## src/hw/rtl/dlq_ram.sv

```systemverilog
// generic single port write, single port read ram with registered read
// no dependencies
`default_nettype none
module dlq_ram #(
  parameter int unsigned WIDTH = 8,
  parameter int unsigned DEPTH = 256
) (
  input  wire logic                     clk,
  input  wire logic                     we,
  input  wire logic [$clog2(DEPTH)-1:0] waddr,
  input  wire logic [WIDTH-1:0]         wdata,
  input  wire logic [$clog2(DEPTH)-1:0] raddr,
  output logic      [WIDTH-1:0]         rdata
);
  logic [WIDTH-1:0] mem [DEPTH];

  always_ff @(posedge clk) begin
    if (we) begin
      mem[waddr] <= wdata;
    end
    rdata <= mem[raddr];
  end
endmodule
`default_nettype wire

```

## config.mk

```make
export PLATFORM = sky130hd
export DESIGN_NAME = dlq_ram
export DESIGN_NICKNAME = d
export VERILOG_FILES = /design/src/hw/rtl/dlq_ram.sv
export SDC_FILE = /design/constraint.sdc
export NUM_CORES = 2
export LEC_CHECK = 0
export BUFFER_PORTS_ARGS = -buffer_cell sky130_fd_sc_hd__buf_2
export CORE_MARGIN = 5
export CORE_UTILIZATION = 55
export CTS_CLUSTER_DIAMETER = 150
export DETAILED_ROUTE_END_ITERATION = 10
export PLACE_DENSITY = 0.7
export SYNTH_ARGS = -nofsm -noshare
export SYNTH_HDL_FRONTEND = slang
export SYNTH_SLANG_ARGS = --single-unit
```

## constraint.sdc

```tcl
create_clock -name clk -period 2.5 [get_ports clk]
set_clock_uncertainty 0.05 [all_clocks]
set_input_delay 0.5 -clock clk [delete_from_list [all_inputs] [get_ports clk]]
set_output_delay 0.5 -clock clk [all_outputs]
set_load 0.02 [all_outputs]
```

### Yosys cells after proc, flatten, opt, wreduce, memory -nomap -nowiden

Memories as Yosys holds them, arrays and structs flattened. A register that Yosys moved wholly into a read port is not among the register bits.
Cells that the tools add are included.

| storage, ports and cells | value |
|---|---|
| word-level logic and storage cells | 3 |
| memories | 1 |
| register bits | 0 |
| bits of input ports | 26 |
| bits in writable memories | 2,048 |

Memory list:

| name | depth | bits a word | read ports | clocked after Yosys merged registers in | write ports | RTL line | source |
|---|---|---|---|---|---|---|---|
| mem | 256 | 8 | 1 | 1 | 1 | 15 | `logic [WIDTH-1:0] mem [DEPTH];` |

| operators by class | value |
|---|---|
| muxes and demuxes | 2 |

Operators with widths:

| cell | number |
|---|---|
| 2-to-1 mux 1 bit | 2 |

### Depth between registers and ports, before layout

| logic depth | value |
|---|---|
| word-level depth | 2 |
| depth in mapped cells | 11 |
| depth with buffers taken out | 6 |

### Worst setup path after synthesis

OpenSTA, ideal clock, no wires.

| path | value |
|---|---|
| kind | in2reg |
| start point | in raddr[0] |
| end point | reg rdata[2], read port of mem |
| slack | 0.012 ns |
| path buffers | 4 |
| data arrival time | 2.307 ns |
| stages | 9 |
| data required time | 2.319 ns |
| path through | buf_6 buf_12 buf_8 buf_2 mux4_2 a22oi_1 a21oi_1 nor4_1 nor4_2 |

RTL lines:

| what | RTL line | source |
|---|---|---|
| from (decl) | 12 | `input wire logic [$clog2(DEPTH)-1:0] raddr,` |
| to (decl) | 13 | `output logic [WIDTH-1:0] rdata` |

==> out/metrics.yaml <==
status:
  violations: "negative setup slack"
  status: "finished, violations left"
timing:
  hold_violations: 0
  final.setup.worst_slack_ps: -30.7
  slew_headroom_pct: 36.7
  setup-violations-final: 1
  period_minus_slack_ps: 2530
  slew_viol_final: 0
  timing.setup.tns_ps: -30.7
  whs_ps: 44.8
  tightest_slew_ps: 950
  clock.fmax_mhz: 395
  finalCritPeriodShare_pct: 101
worst_hold_path:
  min_delay_worst_endpoint: "mem[81][0]"
  min-delay-path-class: "primary input to register"
  min_path_cells: 1
  hold_path_startpoint: "wdata[0]"
floorplanning:
  die_y_um: 390
  io_pins: 34
  floorplan.initialDensity_pct: 55.4
  core-area_um2: 144000
  die_area_um2: 152000
  dieWidth_um: 390
  placementRows: 139
finish:
  final_common_cell: "edfxtp_1"
  finalNonFillerCells: 6523
  mostFrequentLayoutCells: "edfxtp_1 (2048), buf_4 (638), mux4_2 (454)"
  area_growth_pct: 17.6
  drive_gt1_share_pct: 32.7
  num-nets-final: 4484
  post-route-util_pct: 65.1
clock_network:
  cts-buffers-inserted: 196
  post_cts_buffers: 0
  cts_buffer_depth: 3
  clockRootBuffer: "clkbuf_16"
  clock_sinks: 2056
  clk_latency_ps: 820
  htreeDepth: 4
  cts_tree: "built"
  cts.clk_slew.worst_paths_ps: 60
synthesis:
  syn-cell-area_um2: 79600
  yosys.area_share.adder_pct: 0
  ys_warn_count: 0
  syn-num-nets: 3759
  synth.distinct_cells: 55
  synth_top_family_by_area: "multiplexers"
  synthMuxAreaShare_pct: 14.6
  ys_seq_area_share_pct: 77.5
  postSynthAreaPerCell_um2: 21.3
  async_flop_share_pct: 0
  synth_ff_type: "edfxtp_1"
  syn-instance-count: 3733
  ys_ff_latch: 2056
  synthSimpleGateAreaFrac_pct: 2.63
  synth_xor_area_share_pct: 0
  synth_compound_area_share_pct: 3.42
  synth_edf_count: 2048
global_routing:
  grt_pass1_vias: 41800
  grt_usage_pct: 26.4
  overflow: 0
  grt_max_degree: 99
  antenna_found_initial: 10
  grt_pass1_wl_um: 291000
critical_path:
  rr_worst_depth: 6
  r2r_setup_slack_ps: -30
  critPathArrivalTime_ps: 3170
  worst_r2r_endpoint: "rdata[0]"
  slowest_delay_ps: 560
  critPathKind: "register to register"
  slowest_stage: "mux4_2"
  crit_fanout: 1
  cp.required_ps: 3140
  r2r-start: "mem[83][0]"
  crit_chain: "mux4_2 -> mux4_2 -> nor2b_1 -> nor4_2 -> buf_4 -> nor4_2"
  end_kind: "register"
  crit_family: "multiplexers"
  critPathLaunchType: "register"
  path_buf_inv: 1
pwr:
  p_sw_share_pct: 20.9
  pwr_density_cell_nw_per_um2: 755
  power.switching_mw: 14.8
  p_seq_share_pct: 53.9
  p_total_mw: 70.6
  p_clk_share_pct: 40.4
  intPower_mw: 55.8
  leakagePower_nw: 30.5
  power_frac_comb_pct: 5.7
  ir_drop_mv: 0.678
job:
  maxCapViolations: 0
drt:
  detail-route-antenna-nets: 0
  drt_wl_total_um: 198000
  wire_per_inst_um: 30.3
  via_per_inst: 6.38
  drt-initial-drc-count: 5467
  drt_first_pass_iters: 5
  route.detailed.drc: 0
  num_vias: 41600
place:
  place_congestion: 0.847
  io_buffers: 33
  placed_cells: 6161
  dp_hpwl_um: 130000
## area by class of cell
cell class	count	area, um^2
diodes	5	12.5
clock buffers	247	5180
clock inverters	108	975
fillers	9270	50100
inverters	2	7.51
multi-input cells	1442	16500
flip-flops and latches	2056	61700
well taps	1903	2380
repair buffers	760	6830
## worst max path at each step
stage	slack (ps)	end	start	cells after the start
after floorplan	10	rdata[2]	raddr[0]	9
after global placement	-1150	rdata[3]	raddr[0]	10
after detailed placement	-1090	rdata[3]	raddr[0]	9
after CTS	9	rdata[0]	mem[83][0]	6
after global routing	-0.4	rdata[0]	mem[66][0]	6
final	-30	rdata[0]	mem[83][0]	6
## Yosys cell counts (5+ instances only)
library cell	instances	area share, %
edfxtp_1	2048	77
and2_1	6	0.047
dfxtp_1	8	0.20
o21ai_0	10	0.063
nand3_1	34	0.21
buf_6	21	0.30
nor4_1	24	0.19
o211ai_1	10	0.094
clkbuf_1	111	0.52
o22ai_1	28	0.22
nand4_1	10	0.079
buf_8	13	0.25
mux4_2	454	13
o22a_1	5	0.055
a211oi_1	16	0.15
mux2i_1	134	1.7
buf_4	27	0.25
buf_12	8	0.20
nand2b_1	8	0.063
a22oi_1	133	1.3
a221oi_1	13	0.14
buf_2	31	0.20
a22o_1	8	0.088
o221ai_1	46	0.51
nor2b_1	31	0.24
nand2_1	33	0.16
a21oi_1	96	0.60
nor3_1	22	0.14
nor2_1	282	1.3
buf_1	22	0.10
## registers in the layout, indices dropped and copies added, names as in the netlist
name / flops
rdata: 8
mem: 2048
## routing by layer
layer	wire length, um	global-route usage, %
met5	45	0
met4	6430	8.09
met3	20400	5.82
met2	94500	41.4
met1	76600	37.9
## cell families after synthesis
family | count (synthesis)
multiplexers | 591
flip-flops | 2056
AO/OA/AOI/OAI | 385
buffers and inverters | 235
AND/OR/NAND/NOR | 466
## per-stage QoR
| step | worst slack [ps] | cell area (um^2) |
|---|---|---|
| after global routing | -0.373 | 93600 |
| after global placement | -1150 | 87300 |
| after CTS | 9.01 | 93600 |
| after detailed placement | -1090 | 87300 |
| final | -30.7 | 93600 |
| after floorplan | 12.1 | 79600 |
## power by group through the flow
stage / sequential (mW) / combinational (mW) / clock, mW
2_1_floorplan: 38.8 / 1.85 / 0
3_3_place_gp: 38.8 / 3.93 / 0
3_5_place_dp: 38.8 / 3.99 / 0
4_1_cts: 38.1 / 4.02 / 28.9
5_1_grt: 38.1 / 4.23 / 30.4
6_report: 38.1 / 4.03 / 28.5
## what timing repair did
item	CTS	global route
pin swaps	0	0
gates resized for setup	8	1
endpoints found under the hold margin	54	0
hold buffers	2	0
endpoints found under the setup margin	6	1
Power figures use the tool's default switching activity.
